## src/wspr_symbol_sync_demapper_macros.svh

```systemverilog
// Assertion macros for the WSPR symbol sync demapper.
// Included by the modules that check their own logic; no other dependencies.
`ifndef WSPR_SYMBOL_SYNC_DEMAPPER_MACROS_SVH
`define WSPR_SYMBOL_SYNC_DEMAPPER_MACROS_SVH

`ifndef SYNTH
// same-cycle implication, checked out of reset
`define WSSD_ASSERT_IMPL(lbl, clk, rst_n, ante, cons, msg) \
  lbl: assert property (@(posedge clk) disable iff (!rst_n) (ante) |-> (cons)) \
    else $error(msg);
// next-cycle implication, checked out of reset
`define WSSD_ASSERT_NEXT(lbl, clk, rst_n, ante, cons, msg) \
  lbl: assert property (@(posedge clk) disable iff (!rst_n) (ante) |=> (cons)) \
    else $error(msg);
`else
`define WSSD_ASSERT_IMPL(lbl, clk, rst_n, ante, cons, msg)
`define WSSD_ASSERT_NEXT(lbl, clk, rst_n, ante, cons, msg)
`endif

`endif

```

## src/wssd_pkg.sv

```systemverilog
// Shared types, codes and the sync pattern for the WSPR symbol sync demapper.
// No dependencies; the interfaces and modules import it.
`default_nettype none

package wssd_pkg;

  localparam int SYMBOL_COUNT = 162;
  localparam int SYNC_IDX_W   = $clog2(SYMBOL_COUNT);
  localparam int BIT_INDEX_W  = 8;
  localparam int STATUS_W     = 3;

  // character codes
  localparam logic [7:0] CHAR_SPACE = 8'h20;
  localparam logic [7:0] CHAR_TAB   = 8'h09;
  localparam logic [7:0] CHAR_CR    = 8'h0D;
  localparam logic [7:0] CHAR_COMMA = 8'h2C;
  localparam logic [7:0] CHAR_ZERO  = 8'h30;
  localparam logic [7:0] CHAR_THREE = 8'h33;

  // sync bit per symbol position, position 0 leftmost
  localparam logic [0:SYMBOL_COUNT-1] SYNC_PATTERN = {
    21'b110000001000111000100,
    21'b101111000000010010100,
    21'b000010110011010001101,
    21'b000011010101010010010,
    21'b110001101010001000001,
    21'b001001110110011010001,
    21'b110000010100110000000,
    15'b110101100011000
  };

  typedef enum logic [1:0] {
    PARSE_NONE     = 2'd0,
    PARSE_BAD_CHAR = 2'd1,
    PARSE_TOO_MANY = 2'd2
  } wssd_parse_e;

  typedef enum logic [1:0] {
    SYNC_NONE  = 2'd0,
    SYNC_BELOW = 2'd1,
    SYNC_ODD   = 2'd2
  } wssd_sync_e;

  typedef enum logic [STATUS_W-1:0] {
    ST_OK          = 3'd0,
    ST_BAD_CHAR    = 3'd1,
    ST_TOO_MANY    = 3'd2,
    ST_WRONG_COUNT = 3'd3,
    ST_BELOW_SYNC  = 3'd4,
    ST_ODD_DELTA   = 3'd5
  } wssd_status_e;

  typedef struct packed {
    logic [7:0] char_code;
    logic       char_present;
    logic       last;
  } wssd_in_t;

  typedef struct packed {
    logic                   bit_valid;
    logic                   bit_value;
    logic [BIT_INDEX_W-1:0] bit_index;
    logic                   done_res;
    logic [STATUS_W-1:0]    status;
    logic [BIT_INDEX_W-1:0] error_index;
  } wssd_out_t;

  // character class handed from the classifier to the tracker
  typedef struct packed {
    logic       skip;
    logic       digit;
    logic [1:0] sym;
  } wssd_char_t;

endpackage

`default_nettype wire

```

## src/wssd_if.sv

```systemverilog
// Valid/ready channel interfaces for the input and result words.
// Depends on wssd_pkg for the payload types.
`default_nettype none

interface wssd_in_if import wssd_pkg::*; ();
  logic     valid;
  logic     ready;
  wssd_in_t data;

  modport source (output valid, output data, input ready);
  modport sink   (input valid, input data, output ready);
endinterface

interface wssd_out_if import wssd_pkg::*; ();
  logic      valid;
  logic      ready;
  wssd_out_t data;

  modport source (output valid, output data, input ready);
  modport sink   (input valid, input data, output ready);
endinterface

`default_nettype wire

```

## src/wssd_char_class.sv

```systemverilog
// Character classifier: separators, symbol digits and everything else.
// Depends on wssd_pkg for the character codes and the class struct.
`default_nettype none

module wssd_char_class import wssd_pkg::*; (
  input  logic [7:0] char_code_i,
  output wssd_char_t class_o
);

  logic [7:0] delta;

  assign delta = char_code_i - CHAR_ZERO;

  always_comb begin
    class_o.skip  = (char_code_i == CHAR_SPACE) || (char_code_i == CHAR_COMMA) ||
                    ((char_code_i >= CHAR_TAB) && (char_code_i <= CHAR_CR));
    class_o.digit = (char_code_i >= CHAR_ZERO) && (char_code_i <= CHAR_THREE);
    class_o.sym   = delta[1:0];
  end

endmodule

`default_nettype wire

```

## src/wssd_tracker.sv

```systemverilog
// Frame tracker: symbol count, fault capture, sync removal and frame status.
// Depends on wssd_pkg and the assertion macro header.
`default_nettype none
`include "wspr_symbol_sync_demapper_macros.svh"

module wssd_tracker import wssd_pkg::*; #(
  parameter int SymbolCount = SYMBOL_COUNT
) (
  input  logic       clk_i,
  input  logic       rst_ni,
  input  logic       step_i,
  input  wssd_in_t   item_i,
  input  wssd_char_t class_i,
  output wssd_out_t  res_o
);

  localparam int CntW = $clog2(SymbolCount + 1);

  logic [CntW-1:0]        count_q, count_d;
  wssd_parse_e            parse_q, parse_d;
  wssd_sync_e             sync_q, sync_d;
  logic [CntW-1:0]        sync_idx_q, sync_idx_d;

  logic                   active;
  logic                   in_range;
  logic                   sync_bit;
  logic [CntW-1:0]        count_n;
  wssd_parse_e            parse_n;
  wssd_sync_e             sync_n;
  logic [CntW-1:0]        sync_idx_n;

  assign active   = item_i.char_present && (parse_q == PARSE_NONE) && !class_i.skip;
  assign in_range = count_q < CntW'(SymbolCount);
  assign sync_bit = in_range ? SYNC_PATTERN[count_q[SYNC_IDX_W-1:0]] : 1'b0;

  always_comb begin
    count_n    = count_q;
    parse_n    = parse_q;
    sync_n     = sync_q;
    sync_idx_n = sync_idx_q;
    res_o      = '0;

    if (active) begin
      if (!class_i.digit) begin
        parse_n = PARSE_BAD_CHAR;
      end else if (!in_range) begin
        parse_n = PARSE_TOO_MANY;
      end else begin
        if (sync_bit && (class_i.sym == 2'd0)) begin
          if (sync_q == SYNC_NONE) begin
            sync_n     = SYNC_BELOW;
            sync_idx_n = count_q;
          end
        end else if (class_i.sym[0] ^ sync_bit) begin
          if (sync_q == SYNC_NONE) begin
            sync_n     = SYNC_ODD;
            sync_idx_n = count_q;
          end
        end else begin
          // even delta of 0 or 2: the data bit is its upper bit
          res_o.bit_valid = 1'b1;
          res_o.bit_value = class_i.sym[1];
          res_o.bit_index = BIT_INDEX_W'(count_q);
        end
        count_n = count_q + CntW'(1);
      end
    end

    if (item_i.last) begin
      res_o.done_res = 1'b1;
      case (parse_n)
        PARSE_BAD_CHAR: res_o.status = ST_BAD_CHAR;
        PARSE_TOO_MANY: res_o.status = ST_TOO_MANY;
        PARSE_NONE: begin
          if (count_n != CntW'(SymbolCount)) begin
            res_o.status = ST_WRONG_COUNT;
          end else begin
            case (sync_n)
              SYNC_BELOW: begin
                res_o.status      = ST_BELOW_SYNC;
                res_o.error_index = BIT_INDEX_W'(sync_idx_n);
              end
              SYNC_ODD: begin
                res_o.status      = ST_ODD_DELTA;
                res_o.error_index = BIT_INDEX_W'(sync_idx_n);
              end
              default: res_o.status = ST_OK;
            endcase
          end
        end
        default: res_o.status = ST_BAD_CHAR;
      endcase
    end
  end

  // clear the frame state after the status goes out
  always_comb begin
    count_d    = count_q;
    parse_d    = parse_q;
    sync_d     = sync_q;
    sync_idx_d = sync_idx_q;
    if (step_i) begin
      if (item_i.last) begin
        count_d    = '0;
        parse_d    = PARSE_NONE;
        sync_d     = SYNC_NONE;
        sync_idx_d = '0;
      end else begin
        count_d    = count_n;
        parse_d    = parse_n;
        sync_d     = sync_n;
        sync_idx_d = sync_idx_n;
      end
    end
  end

  always_ff @(posedge clk_i or negedge rst_ni) begin
    if (!rst_ni) begin
      count_q    <= '0;
      parse_q    <= PARSE_NONE;
      sync_q     <= SYNC_NONE;
      sync_idx_q <= '0;
    end else begin
      count_q    <= count_d;
      parse_q    <= parse_d;
      sync_q     <= sync_d;
      sync_idx_q <= sync_idx_d;
    end
  end

  `WSSD_ASSERT_NEXT(a_last_clears, clk_i, rst_ni, step_i && item_i.last,
    (count_q == '0) && (parse_q == PARSE_NONE) && (sync_q == SYNC_NONE),
    "frame state not cleared after last word")
  `WSSD_ASSERT_NEXT(a_fault_freezes, clk_i, rst_ni,
    step_i && !item_i.last && (parse_q != PARSE_NONE), $stable(count_q),
    "symbol count moved after a parse fault")
  `WSSD_ASSERT_IMPL(a_sync_idx_counted, clk_i, rst_ni, sync_q != SYNC_NONE,
    sync_idx_q < count_q, "sync fault index not below symbol count")
  `WSSD_ASSERT_IMPL(a_count_bound, clk_i, rst_ni, 1'b1,
    count_q <= CntW'(SymbolCount), "symbol count beyond frame length")

endmodule

`default_nettype wire

```

## src/wspr_symbol_sync_demapper.sv

```systemverilog
// WSPR symbol sync demapper, top level: input register, classifier,
// frame tracker and result register. Depends on wssd_pkg, wssd_if and the submodules.
//
// Usage: feed the text of one 162-symbol frame on in_i, one character per word,
// and mark the final word with last (char_present 0 gives a bare end marker).
// Separators and commas are skipped, digits 0 to 3 are channel symbols with
// the sync bit removed. Every input word gives exactly one result word on out_o:
// a data bit with its index when the symbol passed the sync check, and on the
// last word done_res with the frame status and the first sync error index.
// Timing: a word accepted on in_i lands in the input register, and its result
// is loaded into the output register when the word moves on, where it is
// offered until taken. Throughput: one word per cycle while the receiver
// keeps out_o.ready high, with the tracker's state update between the
// two registers.
// Reset clears the frame state and empties both registers.
// When the receiver stalls the result word holds, the input register keeps one
// more word, and then in_i.ready drops until out_o.ready returns.
`default_nettype none

module wspr_symbol_sync_demapper import wssd_pkg::*; #(
  parameter int SymbolCount = SYMBOL_COUNT
) (
  input  logic              clk_i,
  input  logic              rst_ni,
  wssd_in_if.sink           in_i,
  wssd_out_if.source        out_o
);

  logic       in_valid_q;
  wssd_in_t   in_data_q;
  logic       out_valid_q;
  wssd_out_t  out_data_q;
  logic       advance;
  wssd_char_t char_class;
  wssd_out_t  result;

  assign advance     = in_valid_q && (!out_valid_q || out_o.ready);
  assign in_i.ready  = !in_valid_q || advance;
  assign out_o.valid = out_valid_q;
  assign out_o.data  = out_data_q;

  wssd_char_class u_class (
    .char_code_i (in_data_q.char_code),
    .class_o     (char_class)
  );

  wssd_tracker #(
    .SymbolCount (SymbolCount)
  ) u_tracker (
    .clk_i   (clk_i),
    .rst_ni  (rst_ni),
    .step_i  (advance),
    .item_i  (in_data_q),
    .class_i (char_class),
    .res_o   (result)
  );

  always_ff @(posedge clk_i or negedge rst_ni) begin
    if (!rst_ni) begin
      in_valid_q <= 1'b0;
    end else if (in_i.ready) begin
      in_valid_q <= in_i.valid;
    end
  end

  always_ff @(posedge clk_i) begin
    if (in_i.valid && in_i.ready) begin
      in_data_q <= in_i.data;
    end
  end

  always_ff @(posedge clk_i or negedge rst_ni) begin
    if (!rst_ni) begin
      out_valid_q <= 1'b0;
    end else if (advance) begin
      out_valid_q <= 1'b1;
    end else if (out_o.ready) begin
      out_valid_q <= 1'b0;
    end
  end

  // load a result only when the word moves out of the input register
  always_ff @(posedge clk_i) begin
    if (advance) begin
      out_data_q <= result;
    end
  end

endmodule

`default_nettype wire
```

## src/flat_wrapper.sv

```systemverilog
// flat-port wrapper written by rule: the top's interface ports become plain ports
module wspr_symbol_sync_demapper_flat import wssd_pkg::*;
#(
  parameter int SymbolCount = SYMBOL_COUNT
)
  (clk_i, rst_ni, in_i_valid, in_i_data, in_i_ready, out_o_valid, out_o_data, out_o_ready);
  wssd_in_if in_i_i ();
  wssd_out_if out_o_i ();
  input  logic clk_i;
  input  logic rst_ni;
  input wire logic [$bits(in_i_i.valid)-1:0] in_i_valid;
  input wire logic [$bits(in_i_i.data)-1:0] in_i_data;
  output wire logic [$bits(in_i_i.ready)-1:0] in_i_ready;
  output wire logic [$bits(out_o_i.valid)-1:0] out_o_valid;
  output wire logic [$bits(out_o_i.data)-1:0] out_o_data;
  input wire logic [$bits(out_o_i.ready)-1:0] out_o_ready;
  assign in_i_i.valid = in_i_valid;
  assign in_i_i.data = in_i_data;
  assign in_i_ready = in_i_i.ready;
  assign out_o_valid = out_o_i.valid;
  assign out_o_data = out_o_i.data;
  assign out_o_i.ready = out_o_ready;
  wspr_symbol_sync_demapper #(.SymbolCount(SymbolCount)) u_core (.clk_i(clk_i), .rst_ni(rst_ni), .in_i(in_i_i), .out_o(out_o_i));
endmodule
```

## config.mk

```make
export PLATFORM = sky130hd
export DESIGN_NAME = wspr_symbol_sync_demapper_flat
export DESIGN_NICKNAME = d
export VERILOG_FILES = /design/src/wssd_pkg.sv /design/src/wssd_if.sv /design/src/wssd_char_class.sv /design/src/wssd_tracker.sv /design/src/wspr_symbol_sync_demapper.sv /design/src/flat_wrapper.sv
export VERILOG_INCLUDE_DIRS = /design/src /design/src/src
export SDC_FILE = /design/constraint.sdc
export NUM_CORES = 1
export LEC_CHECK = 0
export BUFFER_PORTS_ARGS = -buffer_cell sky130_fd_sc_hd__buf_2
export CAP_MARGIN = 20
export CORE_ASPECT_RATIO = 0.5
export CORE_MARGIN = 2
export CORE_UTILIZATION = 40
export DETAILED_ROUTE_END_ITERATION = 8
export PLACE_DENSITY = 0.64
export SLEW_MARGIN = 20
export SYNTH_ARGS = -nofsm -noshare
export SYNTH_HDL_FRONTEND = slang
export SYNTH_SLANG_ARGS = --single-unit
```

## constraint.sdc

```tcl
create_clock -name clk_i -period 10.3 [get_ports clk_i]
set_input_delay 1.03 -clock clk_i [delete_from_list [all_inputs] [get_ports clk_i]]
set_output_delay 1.03 -clock clk_i [all_outputs]
set_load 0.02 [all_outputs]
```

==> summary.md, run 1 <==
| Metric | Value |
|---|---|
| Total power | `0.000493 W` |
| Number of synthesized register bits | `54` |
| Share of layout cells above drive strength 1 | `0.192` |
| Num Clock Sinks | `54` |
| Crit end category | `register` |
| Num rows | `22` |
| Synthesized Nets | `303` |
| Minimum clock period | `approximately 4200 ps` |
| LEAKAGE | `around 1.3 nW` |
| PortBufs | `37` |
| Routed length per instance | `15.8 um` |
| GRT Overall Usage | `0.165` |
| Post-DP HPWL | `roughly 4.4 mm` |
| Core area | `0.00727 mm2` |
| Critical path class | `reg -> reg` |
| Total gr overflow | `0` |
| Startpoint types | `register` |
| Die ar. | `0.00821 mm2` |
| Pwr dens | `~150 mW/mm2` |
| Worst relative slew slack | `0.281` |
| Area delta synth->final | `12.1%` |
| Max-cap violations | `0` |
| Initial antenna violation count | `0` |
| Antenna Cells | `0` |
| Final period util | `0.405` |
| I/O pin total | `38` |
| Total CTS buffers | `5` |
| Final Skew | `between 7 and 8 ps` |
| Status | `finished clean` |
| Final Hold Vio Count | `0` |
| Clk Latency, worst-skew pair | `a little under 300 ps` |
| Initial Util | `0.410` |
| Detailed-route DRC error count | `0` |
| Clk slew on worst S/H paths | `approximately 70 ps` |
| Synth Area per Inst | `10.6 um2` |
| Sequential area share after synthesis | `0.507` |
| First-pass GRT wire length | `10.7 mm` |
| Max VDD drop | `a little under 0.00007 V` |
| RSZ-0062 raised after global routing | `no` |
| Postcts setup bufs | `0` |
| Synth cell types | `just over 60` |
| Max FO, Critical Path | `16` |
| Vias in the first global route | `about 2100` |
| CTS Root Buffer Type | `clkbuf_16` |
| Via density per instance | `5.51` |
| Die X-Extent | `126 um` |
| Top_reg_cell synth | `edfxtp_1` |
| Post-synth EDFFs | `32` |
| Max-slew violations | `0` |
| Gate Count Post-Synth | `281` |
| Commonest non-fill, non-tap cells in the layout | `buf_2 (37), edfxtp_1 (32), nor2_1 (23)` |
| Worst slew pin tran | `1060 ps` |
| Asr flop ratio synth | `0.407` |
| Hold Crit Class | `reg -> reg` |
| WP data required | `10450 ps` |
| Clk buf depth | `2` |
| Total Neg Setup Slack | `0 ps` |
| H-tree depth | `2` |
| GPL Wtd Cong | `0.853` |
| Fmax | `approximately 240 MHz` |
| Mapped cell area | `0.00298 mm2` |
| Vias | `2220` |
| CTS tree | `built` |
| Routed Antenna Nets | `0` |
| Post-CTS Hold Fix Bufs | `0` |
| Initial DRT Pass Iterations | `4` |
| Synth warnings | `0` |
| Die height | `65.1 um` |
| Starting DRT DRC Count | `167` |
| Net count reported at finish | `roughly 330` |
| CP arrival | `4330 ps` |
| Largest net degree at the start of global routing | `33` |
| Final core occ | `0.460` |
| Drt total wl | `6.37 mm` |
| Post-CTS resize count | `0` |
| Most common cell after layout, fill and taps aside | `buf_2` |
| Final setup viols | `0` |
stage by stage:
stage / hold slack, ps / cell area [um2] / cells / worst slack [ps]
after floorplan: 456 / 2980 / 281 / 6530
after global placement: 467 / 3200 / 395 / 6270
after detailed placement: 471 / 3200 / 395 / 6180
after CTS: 493 / 3340 / 403 / 6150
after global routing: 521 / 3340 / 403 / 5720
final: 491 / 3340 / 403 / 6120
synth_stat cells, drive strengths merged, types with 3 or more instances:
| master | n | share of area |
|---|---|---|
| or4 | 3 | 0.0088 |
| nor2 | 23 | 0.029 |
| buf | 11 | 0.022 |
| o21ai | 12 | 0.020 |
| mux2 | 4 | 0.015 |
| or2 | 3 | 0.0063 |
| clkbuf | 9 | 0.011 |
| a21oi | 9 | 0.016 |
| inv | 11 | 0.014 |
| xnor2 | 4 | 0.012 |
| o211ai | 3 | 0.0075 |
| a31oi | 3 | 0.0063 |
| and2 | 7 | 0.015 |
| nor2b | 3 | 0.0063 |
| ha | 8 | 0.034 |
| edfxtp | 32 | 0.32 |
| nand2 | 22 | 0.028 |
| dfrtp | 22 | 0.18 |
| nand3 | 12 | 0.020 |
| nand4 | 5 | 0.013 |
| nor3 | 9 | 0.017 |
| nand2b | 5 | 0.010 |
| mux2i | 10 | 0.035 |
| and3b | 3 | 0.0088 |
| o31ai | 5 | 0.013 |
| a22o | 4 | 0.012 |
| nand3b | 8 | 0.020 |
cell type report:
class                           count  area, um2
Sequential cell                    54       1510
Inverter                           11       41.3
Clock buffer                        7        143
Tap cell                           96        120
Multi-Input combinational cell    196       1330
Fill cell                         690       3920
Clock inverter                      1       5.00
Timing Repair Buffer               38        193
cells by family after synthesis:
family                     after synthesis  share of synthesized area
adders and majority gates                8                     0.0336
buffers and inverters                   31                     0.0474
xor gates and xnor gates                 4                     0.0117
muxes                                   15                     0.0575
and+or+nand+nor                        113                      0.206
DFF                                     54                      0.507
AOI/OAI and AO/OA                       56                      0.137
state kept, by name, summed over array words and instances (netlist names):
signal / flops
u_core.in_data_q: 10
u_core.u_tracker.count_q: 8
u_core.u_tracker.parse_q: 2
u_core.in_valid_q: 1
u_core.out_o.valid: 1
u_core.out_o.data: 22
u_core.u_tracker.sync_idx_q: 8
u_core.u_tracker.sync_q: 2
path summary, 6_finish.rpt:
check	start	to	slack, ps	cells after the start
hold / removal	u_core.in_valid_q	u_core.out_o.valid	490	1
min in group asynchronous	rst_ni	u_core.u_tracker.count_q[5]	720	1
setup reg to reg	u_core.u_tracker.count_q[0]	u_core.out_o.data[4]	6120	13
max in group asynchronous	rst_ni	u_core.u_tracker.sync_idx_q[6]	9220	1
hold reg to reg	u_core.in_valid_q	u_core.out_o.valid	490	1
setup / recovery	u_core.u_tracker.count_q[0]	u_core.out_o.data[4]	6120	13
worst max-delay path: stages (launching register included):
cell	delay, ps
dfrtp_1	680
inv_1	250
ha_1	400
nand2_1	100
o211ai_1	160
o21ai_0	140
a2111oi_2	520
a32oi_2	190
nand3b_1	210
a211oi_1	260
or2_1	140
ha_1	220
or4_4	620
nor2_1	130
layer usage:
metal / wire length (um) / track usage / up-vias / share of wire
li1: - / - / 1087 / -
met1: 3320 / 0.241 / 1076 / 0.52
met2: 2730 / 0.251 / 51 / 0.43
met3: 285 / 0.0413 / 6 / 0.045
met4: 38 / 0.0316 / 0 / 0.0060
met5: 0 / 0 / - / 0
where the power goes:
group / switching (W) / internal, W / total [W] / leakage, nW
Sequential: 0.0000133 / 0.000250 / 0.000264 / 0.606
Clock: 0.0000735 / 0.0000966 / 0.000170 / 0.0739
Combinational: 0.0000372 / 0.0000222 / 0.0000594 / 0.658
Total: 0.000124 / 0.000369 / 0.000493 / 1.34
Note: power is estimated with default switching activity, not from simulation.
==> run 2, diff against run 1 <==
clock period = 4.1 ns   (was 10.3 ns; I/O delays follow)
==> run 2 against run 1 <==
Against the previous run: power rose to 2.6 times the previous value; global-route usage is 1.1 points higher; sequential share of layout area fell by 1.0 points; count of clock-buffer cells in the layout shrank 1; fmax increased by 9.5%; worst hold slack got worse by 410 ps; sequential power grew to 2.5 times the previous value; non-clock buffer count is 8 higher; clock skew down 0.56 ps; final cell count rose by 2.0%; register-to-register slack got worse by 5800 ps; via count grew 3.7%; critical path type unchanged; critical endpoint is now u_core.out_o.data[5]; largest power group unchanged.
==> summary.md, run 2 (synthesis gave the netlist of run 1 again) <==
| Metric | Value |
|---|---|
| CTS Root Buffer Type | `clkbuf_16` |
| Area occupied by multi-input gates | `0.00133 mm2 (unchanged)` |
| Switching power total | `0.000319 W (+160%)` |
| Die X-Extent | `126 um (unchanged)` |
| Post-CTS Hold Fix Bufs | `0 (unchanged)` |
| Worst reg2reg path depth | `12 (-1)` |
| Combinational share of power | `0.117 (-0.004)` |
| Critical path class | `reg -> reg` |
| Drt total wl | `6.74 mm (+5.8%)` |
| Net count reported at finish | `336 (+2.4%)` |
| Status | `finished clean` |
| Sequential power share | `0.512 (-0.023)` |
| First-pass GRT wire length | `11.3 mm (+5.8%)` |
| Final period util | `0.930 (+0.525)` |
| Postcts setup bufs | `0 (unchanged)` |
| Worst relative slew slack | `0.305 (+0.0243)` |
| Starting DRT DRC Count | `210 (+26%)` |
| Die height | `65.1 um (unchanged)` |
| GRT Overall Usage | `0.176 (+0.0108)` |
| CTS tree | `built` |
| CP arrival | `3970 ps (-360 ps)` |
| Reg-to-reg setup timing slack | `290 ps (-5840 ps)` |
| Via density per instance | `5.60 (+1.7%)` |
| Max FFs per register | `22 (unchanged)` |
| Sw Ratio | `0.247 (-0.00483)` |
| Core area | `0.00727 mm2 (unchanged)` |
| Share of layout cells above drive strength 1 | `0.210 (+0.0173)` |
| RSZ-0062 raised after global routing | `no` |
| WP buf/inv | `1 (unchanged)` |
| Clock Power Share | `0.371 (+0.026)` |
| Antenna Cells | `0 (unchanged)` |
| Crit-path leading delay family | `simple AND/OR/NAND/NOR gates` |
| Area delta synth->final | `14.7%` |
| Slowest stage cell, crit path | `or4_4` |
| Max incr delay on CP | `610 ps (-70 ps)` |
| Most common cell after layout, fill and taps aside | `buf_2` |
| Initial Util | `0.410 (unchanged)` |
| Pwr dens | `377 mW/mm2 (+160%)` |
| Max-slew violations | `0 (unchanged)` |
| Post-DP HPWL | `4.78 mm (+8.5%)` |
| Post-CTS resize count | `0 (unchanged)` |
| Vias | `2302 (+3.7%)` |
| Total Neg Setup Slack | `0 ps (unchanged)` |
| Crit end category | `register` |
| Minimum clock period | `3810 ps (-363 ps)` |
| Routed length per instance | `16.4 um (+3.8%)` |
| Routed Antenna Nets | `0 (unchanged)` |
| Num rows | `22 (unchanged)` |
| Total gr overflow | `0 (unchanged)` |
| PortBufs | `37 (unchanged)` |
| GPL Wtd Cong | `0.908 (+6.4%)` |
| Clk buf depth | `2 (unchanged)` |
| WHS | `83.0 ps (-408 ps)` |
| Final Hold Vio Count | `0 (unchanged)` |
| Die ar. | `0.00821 mm2 (unchanged)` |
| Internal Pwr Total | `0.000973 W (+160%)` |
| Hold Crit Class | `in -> async` |
| Detailed-route DRC error count | `0 (unchanged)` |
| Max-cap violations | `0 (unchanged)` |
| WP data required | `4250 ps (-6200 ps)` |
| Fmax | `262 MHz (+9.5%)` |
| I/O pin total | `38 (unchanged)` |
| LEAKAGE | `1.38 nW (+3.4%)` |
| R2R Path End | `u_core.out_o.data[5]` |
| Sequence of cells on the critical path | `buf_4 -> nand2_1 -> o21ai_0 -> mux4_2 -> a31oi_1 -> a32oi_2 -> nand3b_1 -> a211oi_1 -> or2_1 -> ha_1 -> or4_4 -> nor2_1` |
| RR Startpoint | `u_core.u_tracker.count_q[3]` |
| Clk slew on worst S/H paths | `70 ps (about the same)` |
| Final Skew | `6.54 ps (-0.563 ps)` |
| Commonest non-fill, non-tap cells in the layout | `buf_2 (37), edfxtp_1 (32), nor2_1 (23)` |
| Initial DRT Pass Iterations | `4 (unchanged)` |
| Initial antenna violation count | `0 (unchanged)` |
| Max FO, Critical Path | `13 (-3)` |
| Final setup viols | `0 (unchanged)` |
| FF/Latch Area | `0.00151 mm2 (unchanged)` |
| Vias in the first global route | `2190 (+3.7%)` |
| Clk Latency, worst-skew pair | `300 ps (about the same)` |
| Largest net degree at the start of global routing | `26 (-21%)` |
| Worst slew pin tran | `1020 ps (-35.8 ps)` |
| Max VDD drop | `0.000158 V (+130%)` |
| Startpoint types | `register` |
| Num Clock Sinks | `54 (unchanged)` |
| Total power | `0.00129 W (+160%)` |
| H-tree depth | `2 (unchanged)` |
| Fill cells | `687 (-0.43%)` |
| Total CTS buffers | `5 (unchanged)` |
## run 2: metal layers
layer	vias to the layer above	global-route usage	wire length, um
met1	1114	0.246	3260
met4	0	0.0522	61
li1	1104	-	-
met3	7	0.0462	470
met5	-	0	0
met2	77	0.269	2940
## run 2: layout make-up
| cell class | count | area share |
|---|---|---|
| Multi-Input combinational cell | 196 | 0.389 |
| Clock buffer | 6 | 0.0377 |
| Timing Repair Buffer | 46 | 0.0739 |
| Tap cell | 96 | 0.0351 |
| Sequential cell | 54 | 0.442 |
| Inverter | 11 | 0.0121 |
| Clock inverter | 2 | 0.0110 |
## run 2: worst max path at each step
stage	start	to	slack, ps	cells after the start
after global placement	u_core.u_tracker.count_q[3]	u_core.out_o.data[7]	430	11
after floorplan	u_core.u_tracker.count_q[0]	u_core.out_o.data[7]	330	15
after detailed placement	u_core.u_tracker.count_q[3]	u_core.out_o.data[5]	350	12
final	u_core.u_tracker.count_q[3]	u_core.out_o.data[5]	290	12
after CTS	u_core.u_tracker.count_q[3]	u_core.out_o.data[5]	310	12
after global routing	u_core.u_tracker.count_q[3]	u_core.out_o.data[5]	60	11
## run 2: per-stage QoR
step | instances | util | cell area, um2 | setup WS, ps
floorplan | 281 | - | 2980 | 334
global placement | 403 | 0.448 | 3260 | 428
detailed placement | 403 | 0.448 | 3260 | 354
CTS | 411 | 0.471 | 3420 | 309
global route | 411 | 0.471 | 3420 | 60.9
finish | 411 | 0.471 | 3420 | 287
## run 2: power groups by stage
stage / registers [W] / logic (W) / clock network [W]
floorplan: 0.000681 / 0.0000904 / 0
global placement: 0.000670 / 0.000149 / 0
detailed placement: 0.000673 / 0.000152 / 0
CTS: 0.000661 / 0.000153 / 0.000492
global route: 0.000667 / 0.000169 / 0.000518
finish: 0.000661 / 0.000151 / 0.000480
==> run 3, diff against run 2 <==
SETUP_SLACK_MARGIN = 0.5   (was not set)
==> run 3 against run 2 <==
Against the previous run: design area shrank 0.37%; clock power shrank 14%; worst hold slack gained 11 ps; flip-flop and latch count is the same; via count shrank 2.5%; register-to-register slack gained 460 ps; final cell count shrank 0.49%; critical endpoint is now u_core.out_o.data[15]; largest power group unchanged.
==> summary.md, run 3 (synthesis gave the netlist of run 1 again) <==
| Metric | Value |
|---|---|
| Worst slew pin tran | `915 ps (-106 ps)` |
| Total Neg Setup Slack | `0 ps (unchanged)` |
| Drt total wl | `6.62 mm (-1.8%)` |
| CP arrival | `3400 ps (-570 ps)` |
| CTS tree | `built` |
| WP buf/inv | `2 (+1)` |
| Initial DRT Pass Iterations | `4 (unchanged)` |
| Worst relative slew slack | `0.385 (+0.0800)` |
| Crit-path leading delay family | `XOR/XNOR gates` |
| WP data required | `4150 ps (-100 ps)` |
| WHS | `93.7 ps (+10.8 ps)` |
| Starting DRT DRC Count | `144 (-31%)` |
| Detailed-route DRC error count | `0 (unchanged)` |
| Fmax | `298 MHz (+14%)` |
| Clk Latency, worst-skew pair | `300 ps (about the same)` |
| Final Hold Vio Count | `0 (unchanged)` |
| Antenna Cells | `0 (unchanged)` |
| CTS Root Buffer Type | `clkbuf_16` |
| LEAKAGE | `1.37 nW (-1.2%)` |
| Total gr overflow | `0 (unchanged)` |
| Total CTS buffers | `5 (unchanged)` |
| Die X-Extent | `126 um (unchanged)` |
| Hold Crit Class | `in -> async` |
| Share of layout cells above drive strength 1 | `0.211 (+0.00134)` |
| Routed length per instance | `16.2 um (-1.3%)` |
| Max FFs per register | `22 (unchanged)` |
| Commonest non-fill, non-tap cells in the layout | `buf_2 (37), edfxtp_1 (32), nor2_1 (23)` |
| Area delta synth->final | `14.3%` |
| Most common cell after layout, fill and taps aside | `buf_2` |
| H-tree depth | `2 (unchanged)` |
| Clk buf depth | `2 (unchanged)` |
| Via density per instance | `5.49 (-2.0%)` |
| Max FO, Critical Path | `16 (+3)` |
| GRT Overall Usage | `0.171 (-0.00426)` |
| PortBufs | `37 (unchanged)` |
| Max-slew violations | `0 (unchanged)` |
| Most used cell, CP | `buf_4` |
| GPL Wtd Cong | `0.805 (-11%)` |
| I/O pin total | `38 (unchanged)` |
| Final setup viols | `0 (unchanged)` |
| Sequence of cells on the critical path | `buf_4 -> or2_1 -> a21boi_0 -> mux4_2 -> a31oi_2 -> a32oi_2 -> buf_4 -> xnor2_1 -> nor2_1 -> and2_1` |
| RSZ-0062 raised after global routing | `yes` |
| Vias in the first global route | `2181 (-0.41%)` |
| Placed cells | `400 (-0.74%)` |
| Post-DP HPWL | `4.61 mm (-3.5%)` |
| Core area | `0.00727 mm2 (unchanged)` |
| Final core occ | `0.469 (-0.00172)` |
| Final period util | `0.818 (-0.112)` |
| Clk slew on worst S/H paths | `70 ps (about the same)` |
| Final Skew | `4.81 ps (-1.72 ps)` |
| Minimum clock period | `3350 ps (-461 ps)` |
| Initial antenna violation count | `0 (unchanged)` |
| Max VDD drop | `0.000137 V (-13%)` |
| Num rows | `22 (unchanged)` |
| Status | `finished clean` |
| Num Clock Sinks | `54 (unchanged)` |
| Crit path from | `u_core.u_tracker.count_q[1]` |
| Vias | `2244 (-2.5%)` |
| Max incr delay on CP | `710 ps (+100 ps)` |
| Routed Antenna Nets | `0 (unchanged)` |
| Die ar. | `0.00821 mm2 (unchanged)` |
| Total power | `0.00123 W (-5.1%)` |
| Pwr dens | `360 mW/mm2 (-4.7%)` |
| RR Startpoint | `u_core.u_tracker.count_q[1]` |
| Slowest stage cell, crit path | `xnor2_1` |
| Crit end category | `register` |
| Die height | `65.1 um (unchanged)` |
| Critical path class | `reg -> reg` |
| Largest net degree at the start of global routing | `24 (-7.7%)` |
| First-pass GRT wire length | `11.0 mm (-2.8%)` |
| Net count reported at finish | `334 (-0.60%)` |
| Startpoint types | `register` |
| Reg-to-reg setup timing slack | `750 ps (+460 ps)` |
| Non-Filler Instances | `409 (-0.49%)` |
| Max-cap violations | `0 (unchanged)` |
| Initial Util | `0.410 (unchanged)` |
[run 3: cell count changes in the layout (fill, tap and decap cells not counted), sizes merged]
| cell | delta |
|---|---|
| buf | -2 |
| bufinv | -1 |
| clkbuf | +2 |
| clkinvlp | -1 |
[run 3: final timing paths]
check                                                       to  cells after the start
worst max-delay path                     u_core.out_o.data[15]                     10
worst min-delay path               u_core.u_tracker.parse_q[0]                      1
worst max register to register           u_core.out_o.data[15]                     10
worst min register to register              u_core.out_o.valid                      1
max in group asynchronous       u_core.u_tracker.sync_idx_q[1]                      1
min in group clk_i                         u_core.in_data_q[5]                      1
[run 3: layout make-up]
class / count / area, um2
timing repair buffer: 44 / 238
tap: 96 / 120
clock buffer: 8 / 136
sequential: 54 / 1510
multi-input combinational: 196 / 1360
fill: 707 / 3860
inverter: 11 / 41.3
[run 3: metrics by stage]
stage	worst slack [ps]	instance area [um2]
4_1_cts	511	3370
6_report	748	3410
5_1_grt	450	3410
3_3_place_gp	599	3230
2_1_floorplan	508	2980
3_5_place_dp	543	3230
[run 3: metal layers]
| metal | vias up | wire length, um | track usage | share of wire |
|---|---|---|---|---|
| met1 | 1074 | 3300 | 0.246 | 0.50 |
| met5 | - | 0 | 0 | 0 |
| li1 | 1101 | - | - | - |
| met3 | 5 | 424 | 0.0396 | 0.064 |
| met2 | 64 | 2840 | 0.259 | 0.43 |
| met4 | 0 | 57 | 0.0536 | 0.0086 |
[run 3: repair_timing]
| item | CTS | global route |
|---|---|---|
| setup buffers | 0 | 1 |
| hold buffers | 0 | 0 |
| setup endpoints to repair | 0 | 9 |
| resized for setup | 0 | 5 |
[run 3: report_power, final]
group          total [W]  switching [W]  internal (W)
combinational   0.000152      0.0000953     0.0000567
clock           0.000412       0.000184      0.000228
sequential      0.000662      0.0000333      0.000629
total            0.00123       0.000313      0.000913
